`config.mk`:
```
export PLATFORM = sky130hd
export DESIGN_NAME = pcm_to_mono_upsampler_top
export DESIGN_NICKNAME = d
export VERILOG_FILES = /design/src/rtl/upsm_pkg.sv /design/src/rtl/upsm_fifo.sv /design/src/rtl/upsm_front.sv /design/src/rtl/upsm_back.sv /design/src/rtl/pcm_to_mono_upsampler_top.sv
export SDC_FILE = /design/constraint.sdc
export NUM_CORES = 1
export LEC_CHECK = 0
export BUFFER_PORTS_ARGS = -buffer_cell sky130_fd_sc_hd__buf_2
export CORE_UTILIZATION = 69
export CTS_BUF_LIST = sky130_fd_sc_hd__clkbuf_4 sky130_fd_sc_hd__clkbuf_8
export CTS_CLUSTER_DIAMETER = 80
export DETAILED_ROUTE_END_ITERATION = 7
export MAX_ROUTING_LAYER = met4
export PLACE_DENSITY_LB_ADDON = 0.25
export SYNTH_ARGS = -nofsm -noshare
export SYNTH_HDL_FRONTEND = slang
export SYNTH_SLANG_ARGS = --single-unit
```
`constraint.sdc`:
```
create_clock -name clk -period 18.1 [get_ports clk]
set_clock_uncertainty 0.15 [all_clocks]
set_input_delay 2.715 -clock clk [delete_from_list [all_inputs] [get_ports clk]]
set_output_delay 2.715 -clock clk [all_outputs]
set_load 0.005 [all_outputs]
```
`src/rtl/upsm_pkg.sv`:
```
// ----------------------------------------------------------------------------
// upsm_pkg
// Shared types and codes for the PCM to mono 44.1 kHz upsampler.
// ----------------------------------------------------------------------------
package upsm_pkg;

  localparam int unsigned CFG_IDX_W  = 2;
  localparam int unsigned CFG_DATA_W = 2;

  typedef enum logic [CFG_IDX_W-1:0] {
    CFG_SIXTEEN_BIT = 2'd0,
    CFG_STEREO      = 2'd1,
    CFG_RATE_SELECT = 2'd2
  } cfg_idx_t;

  // Source rate codes; the unused code behaves as 11025 Hz.
  localparam logic [1:0] RATE_44100 = 2'd0;
  localparam logic [1:0] RATE_22050 = 2'd1;
  localparam logic [1:0] RATE_11025 = 2'd2;

  localparam logic [7:0] SIGN_FLIP_8 = 8'h80;

  typedef struct packed {
    logic       sixteen_bit;
    logic       stereo;
    logic [1:0] rate_select;
  } cfg_t;

  typedef struct packed {
    logic [15:0] left_raw;
    logic [15:0] right_raw;
    logic        clip_last;
  } in_item_t;

  typedef struct packed {
    logic signed [13:0] audio_out;
    logic               clip_done;
  } out_item_t;

  // One interpolation job: expand cur towards nxt.
  typedef struct packed {
    logic signed [15:0] cur;
    logic signed [15:0] nxt;
    logic               done;
  } job_t;

  // Queue handshake between front and back.
  typedef struct packed {
    logic full;
    logic empty;
  } fifo_stat_t;

endpackage

```
`src/rtl/upsm_fifo.sv`:
```
// ----------------------------------------------------------------------------
// upsm_fifo
// Small register queue of interpolation jobs between front and back.
// ----------------------------------------------------------------------------
module upsm_fifo import upsm_pkg::*; #(
  parameter int unsigned DEPTH = 4
) (
  input  logic       clk,
  input  logic       rst_n,
  input  logic       push,
  input  job_t       push_job,
  input  logic       pop,
  output job_t       head_job,
  output fifo_stat_t stat
);

  localparam int unsigned PTR_W = (DEPTH > 1) ? $clog2(DEPTH) : 1;
  localparam int unsigned CNT_W = $clog2(DEPTH + 1);

  job_t             mem_r [DEPTH];
  logic [PTR_W-1:0] wr_ptr_r, wr_ptr_nxt;
  logic [PTR_W-1:0] rd_ptr_r, rd_ptr_nxt;
  logic [CNT_W-1:0] count_r,  count_nxt;

  assign head_job   = mem_r[rd_ptr_r];
  assign stat.full  = (count_r == CNT_W'(DEPTH));
  assign stat.empty = (count_r == '0);

  always_comb begin
    wr_ptr_nxt = wr_ptr_r;
    rd_ptr_nxt = rd_ptr_r;
    count_nxt  = count_r;
    if (push) begin
      wr_ptr_nxt = (wr_ptr_r == PTR_W'(DEPTH - 1)) ? '0 : wr_ptr_r + 1'b1;
    end
    if (pop) begin
      rd_ptr_nxt = (rd_ptr_r == PTR_W'(DEPTH - 1)) ? '0 : rd_ptr_r + 1'b1;
    end
    if (push && !pop) begin
      count_nxt = count_r + 1'b1;
    end else if (pop && !push) begin
      count_nxt = count_r - 1'b1;
    end
  end

  always_ff @(posedge clk) begin
    if (!rst_n) begin
      wr_ptr_r <= '0;
      rd_ptr_r <= '0;
      count_r  <= '0;
    end else begin
      wr_ptr_r <= wr_ptr_nxt;
      rd_ptr_r <= rd_ptr_nxt;
      count_r  <= count_nxt;
    end
  end

  always_ff @(posedge clk) begin
    if (push) begin
      mem_r[wr_ptr_r] <= push_job;
    end
  end

endmodule

```
`src/rtl/upsm_front.sv`:
```
// ----------------------------------------------------------------------------
// upsm_front
// Converts frames to mono, holds each value until its successor arrives and
// queues interpolation jobs.
// ----------------------------------------------------------------------------
module upsm_front import upsm_pkg::*; (
  input  logic       clk,
  input  logic       rst_n,
  input  cfg_t       cfg,
  input  logic       in_valid,
  output logic       in_ready,
  input  in_item_t   in_data,
  input  fifo_stat_t stat,
  output logic       push,
  output job_t       push_job
);

  logic signed [15:0] held_value_r, held_value_nxt;
  logic               held_valid_r, held_valid_nxt;
  logic signed [15:0] tail_mono_r,  tail_mono_nxt;
  logic               tail_valid_r, tail_valid_nxt;

  logic signed [15:0] pcm_l, pcm_r, mono;
  logic signed [16:0] pair_sum;
  logic signed [16:0] pair_adj;
  logic               accept;

  function automatic logic signed [15:0] to_pcm(input logic [15:0] raw, input logic wide);
    if (wide) begin
      return raw;
    end
    return {raw[7:0] ^ SIGN_FLIP_8, 8'h00};
  endfunction

  always_comb begin
    pcm_l    = to_pcm(in_data.left_raw, cfg.sixteen_bit);
    pcm_r    = to_pcm(in_data.right_raw, cfg.sixteen_bit);
    pair_sum = 17'(pcm_l) + 17'(pcm_r);
    // halve toward zero
    pair_adj = pair_sum + {16'd0, pair_sum[16]};
    mono     = cfg.stereo ? 16'(pair_adj >>> 1) : pcm_l;
  end

  assign in_ready = !tail_valid_r && !stat.full;
  assign accept   = in_valid && in_ready;

  always_comb begin
    held_value_nxt = held_value_r;
    held_valid_nxt = held_valid_r;
    tail_mono_nxt  = tail_mono_r;
    tail_valid_nxt = tail_valid_r;
    push           = 1'b0;
    push_job       = '0;
    if (tail_valid_r) begin
      // closing expansion of the clip, successor taken as zero
      if (!stat.full) begin
        push           = 1'b1;
        push_job.cur   = tail_mono_r;
        push_job.nxt   = '0;
        push_job.done  = 1'b1;
        tail_valid_nxt = 1'b0;
      end
    end else if (accept) begin
      if (held_valid_r) begin
        push          = 1'b1;
        push_job.cur  = held_value_r;
        push_job.nxt  = mono;
        push_job.done = 1'b0;
      end
      if (in_data.clip_last) begin
        held_valid_nxt = 1'b0;
        held_value_nxt = '0;
        if (held_valid_r) begin
          tail_valid_nxt = 1'b1;
          tail_mono_nxt  = mono;
        end else begin
          push          = 1'b1;
          push_job.cur  = mono;
          push_job.nxt  = '0;
          push_job.done = 1'b1;
        end
      end else begin
        held_valid_nxt = 1'b1;
        held_value_nxt = mono;
      end
    end
  end

  always_ff @(posedge clk) begin
    if (!rst_n) begin
      held_valid_r <= 1'b0;
      held_value_r <= '0;
      tail_valid_r <= 1'b0;
    end else begin
      held_valid_r <= held_valid_nxt;
      held_value_r <= held_value_nxt;
      tail_valid_r <= tail_valid_nxt;
    end
  end

  always_ff @(posedge clk) begin
    tail_mono_r <= tail_mono_nxt;
  end

endmodule

```
`src/rtl/upsm_back.sv`:
```
// ----------------------------------------------------------------------------
// upsm_back
// Expands queued jobs into 1, 2 or 4 interpolated samples, one per cycle when
// not stalled, scales to quarter volume and drives the output register.
// ----------------------------------------------------------------------------
module upsm_back import upsm_pkg::*; (
  input  logic       clk,
  input  logic       rst_n,
  input  cfg_t       cfg,
  input  job_t       head_job,
  input  fifo_stat_t stat,
  output logic       pop,
  output logic       out_valid,
  input  logic       out_ready,
  output out_item_t  out_data
);

  logic               active_r,  active_nxt;
  logic signed [15:0] v_r,       v_nxt;
  logic        [15:0] delta_r,   delta_nxt;
  logic        [2:0]  rem_r,     rem_nxt;
  logic               done_r,    done_nxt;
  logic               ovalid_r,  ovalid_nxt;
  out_item_t          odata_r,   odata_nxt;

  logic               emit, load;
  logic signed [16:0] diff, diff_adj;
  logic        [15:0] load_delta;
  logic        [2:0]  load_steps;
  logic signed [16:0] v_adj;

  // step count and truncating division of the successor difference
  always_comb begin
    diff = 17'(head_job.nxt) - 17'(head_job.cur);
    case (cfg.rate_select)
      RATE_44100: begin
        load_steps = 3'd1;
        diff_adj   = diff;
        load_delta = diff[15:0];
      end
      RATE_22050: begin
        load_steps = 3'd2;
        diff_adj   = diff + {16'd0, diff[16]};
        load_delta = 16'(diff_adj >>> 1);
      end
      default: begin
        load_steps = 3'd4;
        diff_adj   = diff + (diff[16] ? 17'sd3 : 17'sd0);
        load_delta = 16'(diff_adj >>> 2);
      end
    endcase
  end

  assign emit = active_r && (!ovalid_r || out_ready);
  assign load = !stat.empty && (!active_r || (emit && rem_r == 3'd1));
  assign pop  = load;

  // quarter volume, toward zero
  assign v_adj = 17'(v_r) + (v_r[15] ? 17'sd3 : 17'sd0);

  always_comb begin
    active_nxt = active_r;
    v_nxt      = v_r;
    delta_nxt  = delta_r;
    rem_nxt    = rem_r;
    done_nxt   = done_r;
    ovalid_nxt = ovalid_r;
    odata_nxt  = odata_r;
    if (ovalid_r && out_ready) begin
      ovalid_nxt = 1'b0;
    end
    if (emit) begin
      ovalid_nxt          = 1'b1;
      odata_nxt.audio_out = 14'(v_adj >>> 2);
      odata_nxt.clip_done = done_r && (rem_r == 3'd1);
      if (rem_r == 3'd1) begin
        active_nxt = 1'b0;
      end else begin
        v_nxt   = v_r + delta_r;
        rem_nxt = rem_r - 1'b1;
      end
    end
    if (load) begin
      active_nxt = 1'b1;
      v_nxt      = head_job.cur;
      delta_nxt  = load_delta;
      rem_nxt    = load_steps;
      done_nxt   = head_job.done;
    end
  end

  always_ff @(posedge clk) begin
    if (!rst_n) begin
      active_r <= 1'b0;
      ovalid_r <= 1'b0;
    end else begin
      active_r <= active_nxt;
      ovalid_r <= ovalid_nxt;
    end
  end

  always_ff @(posedge clk) begin
    v_r     <= v_nxt;
    delta_r <= delta_nxt;
    rem_r   <= rem_nxt;
    done_r  <= done_nxt;
    odata_r <= odata_nxt;
  end

  assign out_valid = ovalid_r;
  assign out_data  = odata_r;

endmodule

```
`src/rtl/pcm_to_mono_upsampler_top.sv`:
```
// ----------------------------------------------------------------------------
// pcm_to_mono_upsampler_top
// PCM frames in, 44.1 kHz mono samples at quarter volume out, by linear
// interpolation of each held value towards its successor.
//
//   channel | direction | handshake          | payload
//   in_     | input     | in_valid/in_ready  | in_item_t: left, right, last
//   out_    | output    | out_valid/out_ready| out_item_t: sample, clip done
//   cfg_    | input     | cfg_we (no wait)   | cfg_idx, cfg_wdata
//
// A frame yields 1, 2 or 4 samples (the step of rate_select), the back end
// emitting one per cycle when not stalled; the final frame of a clip adds a
// second expansion. Front accepts while the job queue has room and no closing
// job is pending. Reset is synchronous, active low; it restores register
// defaults and drops any held value. Output stalls back up through the queue.
// ----------------------------------------------------------------------------
module pcm_to_mono_upsampler_top import upsm_pkg::*; #(
  parameter int unsigned FIFO_DEPTH = 4
) (
  input  logic                  clk,
  input  logic                  rst_n,
  input  logic                  in_valid,
  output logic                  in_ready,
  input  in_item_t              in_data,
  output logic                  out_valid,
  input  logic                  out_ready,
  output out_item_t             out_data,
  input  logic                  cfg_we,
  input  logic [CFG_IDX_W-1:0]  cfg_idx,
  input  logic [CFG_DATA_W-1:0] cfg_wdata
);

  cfg_t       cfg_r, cfg_nxt;
  fifo_stat_t stat;
  logic       push, pop;
  job_t       push_job, head_job;

  always_comb begin
    cfg_nxt = cfg_r;
    if (cfg_we) begin
      case (cfg_idx)
        CFG_SIXTEEN_BIT: cfg_nxt.sixteen_bit = cfg_wdata[0];
        CFG_STEREO:      cfg_nxt.stereo      = cfg_wdata[0];
        CFG_RATE_SELECT: cfg_nxt.rate_select = cfg_wdata[1:0];
        default:         cfg_nxt             = cfg_r;
      endcase
    end
  end

  always_ff @(posedge clk) begin
    if (!rst_n) begin
      cfg_r.sixteen_bit <= 1'b1;
      cfg_r.stereo      <= 1'b0;
      cfg_r.rate_select <= RATE_44100;
    end else begin
      cfg_r <= cfg_nxt;
    end
  end

  upsm_front u_front (
    .clk      (clk),
    .rst_n    (rst_n),
    .cfg      (cfg_r),
    .in_valid (in_valid),
    .in_ready (in_ready),
    .in_data  (in_data),
    .stat     (stat),
    .push     (push),
    .push_job (push_job)
  );

  upsm_fifo #(
    .DEPTH (FIFO_DEPTH)
  ) u_fifo (
    .clk      (clk),
    .rst_n    (rst_n),
    .push     (push),
    .push_job (push_job),
    .pop      (pop),
    .head_job (head_job),
    .stat     (stat)
  );

  upsm_back u_back (
    .clk       (clk),
    .rst_n     (rst_n),
    .cfg       (cfg_r),
    .head_job  (head_job),
    .stat      (stat),
    .pop       (pop),
    .out_valid (out_valid),
    .out_ready (out_ready),
    .out_data  (out_data)
  );

endmodule
```
==> results of run 1 <==
-- layout make-up --
class	count	share of cell area, %
timing repair buffer	72	2.69
clock buffer	53	4.54
tap	260	2.21
multi-input combinational	811	43.2
clock inverter	12	0.562
sequential	232	45.2
inverter	65	1.66
-- through the flow --
step / instance area [µm²] / total power [W] / util, %
2_1_floorplan: 13400 / 0.00200 / -
3_3_place_gp: 13900 / 0.00227 / 74.0
3_5_place_dp: 13900 / 0.00231 / 74.0
4_1_cts: 14700 / 0.00278 / 78.0
5_1_grt: 14700 / 0.00298 / 78.0
6_report: 14700 / 0.00279 / 78.0
-- kinds of logic after synthesis --
logic type | Yosys count | synth area share [%]
and+or+nand+nor | 328 | 12.8
buffers and inverters | 109 | 3.10
xor gates and xnor gates | 74 | 4.84
muxes | 60 | 7.72
DFF | 232 | 49.6
AOI/OAI and AO/OA | 286 | 15.8
adders and majority gates | 63 | 6.12
-- flip-flops by register name, indices dropped and copies added, names as in the netlist, 2 cells and up, named ones only --
name	count
cfg_r	4
u_back.delta_r	16
u_back.out_data	15
u_back.rem_r	3
u_back.v_r	16
u_fifo.count_r	3
u_fifo.mem_r	132
u_fifo.rd_ptr_r	2
u_fifo.wr_ptr_r	2
u_front.held_value_r	16
u_front.tail_mono_r	16
-- how the worst max path moves through the flow --
stage	start	endpoint	slack (ps)	cells past startpoint
global route	in_data[1]	u_fifo.mem_r[1][32]	11030	18
detailed placement	in_data[1]	u_fifo.mem_r[0][32]	10940	18
finish	in_data[1]	u_fifo.mem_r[0][32]	11390	18
global placement	in_data[1]	u_fifo.mem_r[0][32]	11040	18
CTS	in_data[1]	u_front.tail_mono_r[15]	11460	18
floorplan	in_data[1]	u_front.tail_mono_r[15]	11530	17
-- layer usage --
layer	GRT usage [%]	vias up	share of wire, %
met5	-	-	0
met4	11.3	0	2.6
met3	4.25	68	6.1
met2	56.1	402	50
met1	40.0	4742	41
li1	-	4523	-
-- worst reg2reg max path: cells and delay by family (launching register included) --
kind | cells | cell delay, ps
muxes | 1 | 620
buffers and inverters | 4 | 830
adders and majority gates | 3 | 840
xor gates and xnor gates | 1 | 140
DFF | 1 | 310
and+or+nand+nor | 4 | 620
AOI/OAI and AO/OA | 7 | 2100
-- report_power, final --
group	switching [W]	internal (W)
clock network	0.000198	0.000251
registers	0.0000497	0.000743
logic	0.000940	0.000611
-- cells in the mapped netlist (16+ instances only) --
| cell | instances | area share, % |
|---|---|---|
| inv_1 | 61 | 1.7 |
| clkbuf_1 | 35 | 0.98 |
| and2_1 | 33 | 1.5 |
| nor2_1 | 87 | 2.4 |
| o21ai_0 | 34 | 1.3 |
| nand2_1 | 62 | 1.7 |
| mux4_2 | 33 | 5.6 |
| nor3_1 | 23 | 0.86 |
| mux2_2 | 16 | 1.3 |
| nand3_1 | 23 | 0.86 |
| nor2b_1 | 29 | 1.4 |
| xor2_1 | 26 | 1.7 |
| dfxtp_1 | 33 | 4.9 |
| edfxtp_1 | 199 | 45 |
| a21oi_1 | 60 | 2.2 |
| a21o_1 | 27 | 1.5 |
| a22oi_1 | 16 | 0.90 |
| ha_1 | 59 | 5.5 |
| xnor2_1 | 48 | 3.1 |
==> parameters.txt, run 1 <==
Parameter                              Value

Place
  Number of buffer cells added on primary ports ... a little under 60
  Global placement routability congestion ... 1.01
  Half-perimeter wire length after detailed placement ... around 22 mm
  Placed insts ... ~1400
  Setup Slack @ Placement ... approximately 11000 ps

Worst setup path
  Worst-path cell with the longest stage delay ... fa_1
  Cell count of the worst reg-to-reg path ... 20
  Type of the setup path with the least slack ... in2reg
  Top delay family on crit path ... compound AO/OA/AOI/OAI gates
  Required time of the critical path ... about 18000 ps
  Delay of the slowest cell on the worst path ... around 430 ps
  Critical path capture point type ... flop
  Arrival time worst endpoint ... slightly below 7000 ps
  R2R setup slack ... 12230 ps
  Crit path top cell by count ... nand2_1
  Buffer and inverter count on the worst path ... 1
  Critical Path Fanout Max ... 4
  Endpoint of the worst-slack reg-to-reg timing path ... u_back.delta_r[9]
  Crit-path cells ... buf_2, and2_1, ha_1, fa_1, a211oi_1, o21ai_2, a31oi_1, nor3_1, nor3_1, ha_1, nand2_1, a211oi_2, o21ai_0, nor4_1, nand2_1, o31a_1, o311ai_1, nand2_1
  Launching element type of the critical path ... primary input

Clock network
  CTS H-tree depth ... 2
  Number of hold buffers added after CTS ... 0
  Sink Count ... ~230
  Clock Tree Root ... clkbuf_8
  Buffer depth of the longest clock path ... 3
  Post-CTS Setup Bufs ... 0
  Clock buffer count from CTS ... 37
  CTS tree ... done
  Clk pin slew, worst setup/hold paths ... around 60 ps
  Cells resized by post-CTS repair ... 0
  Clock insertion delay at the later pin of the skew report ... around 520 ps

Timing
  Part of the cycle the worst path needs ... between 30% and 40%
  Hold Worst Slack ... ~330 ps
  Max frequency ... 0.149 GHz
  Worst-Margin Slew ... around 990 ps
  Normalized max-slew margin ... about 34%
  Setup slack after layout ... roughly 11000 ps
  Final-report max-slew violation count ... 0
  Final TNS setup ... 0 ps
  # setup viols final ... 0
  Final Hold Viols ... 0
  Minimum clock period after layout ... ~6700 ps
  RSZ-0062 raised after global routing ... no

Floorplanning
  Total Die Area ... 20000 µm²
  Total I/O pin count ... slightly below 60
  Area of the core region ... roughly 19000 µm²
  Horiz. Die Dim ... 141 µm
  Initial core utilization ... about 71%
  Cell row count ... 50
  Die height ... between 100 and 150 µm

Worst hold path
  Class of the most critical hold timing path ... reg2reg
  Min-Delay Endpoint ... u_front.held_value_r[8]
  Worst hold path stage count ... 2
  Start point of the worst min-delay path ... u_front.held_value_r[8]

Pwr
  Peak VDD IR ... between 100 and 150 µV
  Total power per unit cell area ... approximately 190 nW/µm²
  Leakage dissipation ... ~5.6 nW

Yosys
  Seq cells post-synth ... ~230
  Number of warnings printed during yosys synthesis ... 0
  Primary flip-flop cell chosen by synthesis mapping ... edfxtp_1
  Total standard cell area after synthesis ... roughly 13000 µm²
  Synth cell types ... 87
  EDFF count, synth ... a little under 200
  Share of flip-flops with an asynchronous set or reset ... 0%
  Synthesized instance count ... between 1000 and 1500
  Post-synthesis area per instance ... about 12 µm²
  Sequential element share of the synthesized area ... roughly 50%
  Number of nets in the synthesized netlist ... 1257

Global routing
  Number of antenna violations at the first check in global routing ... 0
  Largest net degree at the start of global routing ... 34
  Via count of the first global-routing pass ... between 9000 and 10000
  Global-route wire length before repair ... approximately 50 mm
  Global-route usage over all layers ... between 30% and 40%
  Residual overflow from global routing ... 0

Layout
  Share of cells above drive strength 1 ... between 15 and 20%
  Antenna diode instance count ... 0
  Leading cell types in the layout, fill and taps excluded ... edfxtp_1, nor2_1, nand2_1
  Post-synthesis to final-layout area growth ... 9.80%
  Footprint of the multi-input gates ... approximately 6300 µm²
  # fillers ... around 1200
  Most common cell after layout, fill and taps aside ... edfxtp_1
  Net total in the final layout ... 1324
  Sequential cell area ... around 6600 µm²
  Number of cells in the finished layout apart from fillers ... between 1500 and 2000

Run status
  Outcome ... finished clean

Route
  First drt pass iteration count ... 6
  WL/cell ... a little over 20 µm
  Vias after detailed routing ... about 9700
  Routed Wire Length ... 30.6 mm
  Vias per inst ... 6.47
  Post-route ant nets ... 0
  Post-route DRC violation count ... 0
  Number of DRC markers after the initial detailed-route iteration ... about 700

Flow run
  Maximum capacitance violations ... 0
No activity file was read; power rests on OpenSTA's default activity.
==> inputs of run 2 (changes only) <==
--- a/config.mk
+++ b/config.mk
@@ -6,7 +6,7 @@
 export NUM_CORES = 1
 export LEC_CHECK = 0
 export BUFFER_PORTS_ARGS = -buffer_cell sky130_fd_sc_hd__buf_2
-export CORE_UTILIZATION = 69
+export CORE_UTILIZATION = 64
 export CTS_BUF_LIST = sky130_fd_sc_hd__clkbuf_4 sky130_fd_sc_hd__clkbuf_8
 export CTS_CLUSTER_DIAMETER = 80
 export DETAILED_ROUTE_END_ITERATION = 7
==> constraint.sdc (replaced) <==
create_clock -name clk -period 6.4 [get_ports clk]
set_clock_uncertainty 0.15 [all_clocks]
set_input_delay 0.96 -clock clk [delete_from_list [all_inputs] [get_ports clk]]
set_output_delay 0.96 -clock clk [all_outputs]
set_load 0.005 [all_outputs]
==> parameters.txt, run 2 (synthesis results as in run 1) <==
Parameter                              Value

Run status
  Outcome ... finished clean

Route
  Vias per inst ... 6.42 (-0.77%)
  Routed Wire Length ... 31.1 mm (+1.5%)
  WL/cell ... 20.5 µm (+0.70%)
  First drt pass iteration count ... 5 (-1)
  Post-route ant nets ... 0 (unchanged)
  Vias after detailed routing ... 9737 (+0.021%)
  Post-route DRC violation count ... 0 (unchanged)
  Number of DRC markers after the initial detailed-route iteration ... 852 (+21%)

Timing
  Final Hold Viols ... 0 (unchanged)
  Hold Worst Slack ... 335 ps (+1.32 ps)
  Part of the cycle the worst path needs ... a little under nine tenths
  RSZ-0062 raised after global routing ... no
  Final TNS setup ... 0 ps (unchanged)
  Minimum clock period after layout ... about 5400 ps
  Max frequency ... ~0.18 GHz
  Final-report max-slew violation count ... 0 (unchanged)
  # setup viols final ... 0 (unchanged)
  Setup slack after layout ... 954 ps (-10430 ps)
  Normalized max-slew margin ... 32.0% (-2.1 points)
  Worst-Margin Slew ... 1020 ps (+33.0 ps)

Worst setup path
  Type of the setup path with the least slack ... reg2reg
  Arrival time worst endpoint ... 5580 ps (-1220 ps)
  Crit path top cell by count ... nand2_1
  Delay of the slowest cell on the worst path ... 990 ps (+560 ps)
  Crit path launch ... cfg_r[3]
  Critical Path Fanout Max ... 33 (+29)
  Crit-path cells ... mux2_2, ha_1, a21oi_1, o21ai_0, a31oi_1, nor3_1, nor3_1, ha_1, nand2_1, a211oi_2, o21ai_0, nor4_1, nand2_1, o31a_1, o311ai_1, nand2_1
  Launching element type of the critical path ... flop
  Worst-path cell with the longest stage delay ... dfxtp_1
  Required time of the critical path ... 6530 ps (-11660 ps)
  Critical path capture point type ... flop
  Launching point of the worst reg2reg path ... cfg_r[3]

Global routing
  Largest net degree at the start of global routing ... 34 (unchanged)
  GR Util met2 ... 52.6% (-3.5 points)
  Global-route usage over all layers ... 30.7% (-2.0 points)
  Global-route wire length before repair ... 50.0 mm (+2.5%)
  Via count of the first global-routing pass ... 9735 (+2.9%)
  Routing usage on met1 ... 36.5% (-3.4 points)
  Number of antenna violations at the first check in global routing ... 0 (unchanged)
  Most crowded layer after global routing ... met2
  GRT met3 Usage ... 4.19% (-0.065 points)
  Residual overflow from global routing ... 0 (unchanged)

Layout
  Largest register FFs ... 132 (unchanged)
  Antenna diode instance count ... 0 (unchanged)
  Summed area of non-filler cells in the final layout ... 14700 µm² (+0.17%)
  # fillers ... 1361 (+17%)
  Leading cell types in the layout, fill and taps excluded ... edfxtp_1, nor2_1, nand2_1
  Share of cells above drive strength 1 ... 17.8% (+0.21 points)
  Most common cell after layout, fill and taps aside ... edfxtp_1
  Register containing the most flip-flops in the final layout ... u_fifo.mem_r
  Post-synthesis to final-layout area growth ... 9.99%
  Share of the core filled with cells in the final layout ... 72.3% (-5.8 points)
  Net total in the final layout ... 1324 (unchanged)

Floorplanning
  Initial core utilization ... 65.7% (-5.4 points)
  Total Die Area ... 21500 µm² (+7.7%)
  Total I/O pin count ... 59 (unchanged)
  Cell row count ... 52 (+4.0%)
  Area of the core region ... 20400 µm² (+8.1%)
  Horiz. Die Dim ... 147 µm (+3.8%)
  Die height ... 147 µm (+3.8%)

Clock network
  Sink Count ... 232 (unchanged)
  Post-CTS Setup Bufs ... 0 (unchanged)
  Number of hold buffers added after CTS ... 0 (unchanged)
  Clock insertion delay at the later pin of the skew report ... 560 ps (+40 ps)
  Cells resized by post-CTS repair ... 0 (unchanged)
  Buffer depth of the longest clock path ... 3 (unchanged)
  CTS H-tree depth ... 2 (unchanged)
  CTS tree ... done
  Clk pin slew, worst setup/hold paths ... 60 ps (about the same)
  Clock buffer count from CTS ... 38 (+2.7%)
  Clock Tree Root ... clkbuf_8

Pwr
  Leakage dissipation ... 5.59 nW (+0.21%)
  Total power per unit cell area ... 536 nW/µm² (+180%)
  Peak VDD IR ... 289 µV (+170%)

Place
  Number of buffer cells added on primary ports ... 58 (unchanged)
  Post-Place Cell Area ... 13900 µm² (about the same)
  Half-perimeter wire length after detailed placement ... 22.4 mm (+1.9%)
  Setup Slack @ Placement ... 926 ps (-10010 ps)
  Global placement routability congestion ... 1.01 (about the same)

Worst hold path
  Class of the most critical hold timing path ... reg2reg
  Start point of the worst min-delay path ... u_front.held_value_r[8]

Flow run
  Maximum capacitance violations ... 0 (unchanged)
## run 2: cell count changes in the layout (fill, tap and decap cells not counted), sizes merged
cell / delta
bufinv: -1
clkinvlp: -1
buf: -1
clkinv: +6
clkbuf: -1
## run 2: worst paths after layout
kind,endpoint,cells past startpoint,slack [ps]
min reg2reg,u_front.held_value_r[8],2,330
max reg2reg,u_fifo.mem_r[0][32],16,950
max,u_fifo.mem_r[0][32],16,950
min,u_front.held_value_r[8],2,330
## run 2: layout make-up
type / instances / area, µm² / share of cell area, %
Inverter: 65 / 244 / 1.66
Sequential cell: 232 / 6640 / 45.1
Tap cell: 270 / 338 / 2.30
Multi-Input combinational cell: 811 / 6340 / 43.1
Clock buffer: 52 / 659 / 4.48
Clock inverter: 16 / 110 / 0.748
Timing Repair Buffer: 71 / 388 / 2.64
## run 2: power breakdown
group | switching [W] | internal, W | total, W
Sequential | 0.000177 | 0.00210 | 0.00228
Clock | 0.000593 | 0.000680 | 0.00127
Combinational | 0.00261 | 0.00173 | 0.00434
## run 2: critical path, delay by kind of cell (launching register included)
family	cells	cell delay (ps)
compound gates	7	1980
flops	1	990
simple gates	6	1010
fa+ha+maj	2	590
mux	1	430
## run 2: per-layer routing
layer  vias to the layer above  part of all wire [%]
met5                         -                     0
met4                         0                   3.3
met3                        81                   5.4
met2                       401                    51
met1                      4718                    40
li1                       4537                     -
## run 2: through the flow
| stage | cells | power (W) |
|---|---|---|
| after global routing | 1517 | 0.00846 |
| after detailed placement | 1449 | 0.00656 |
| after global placement | 1449 | 0.00645 |
| after CTS | 1517 | 0.00785 |
| final | 1517 | 0.00789 |
| after floorplan | 1152 | 0.00564 |
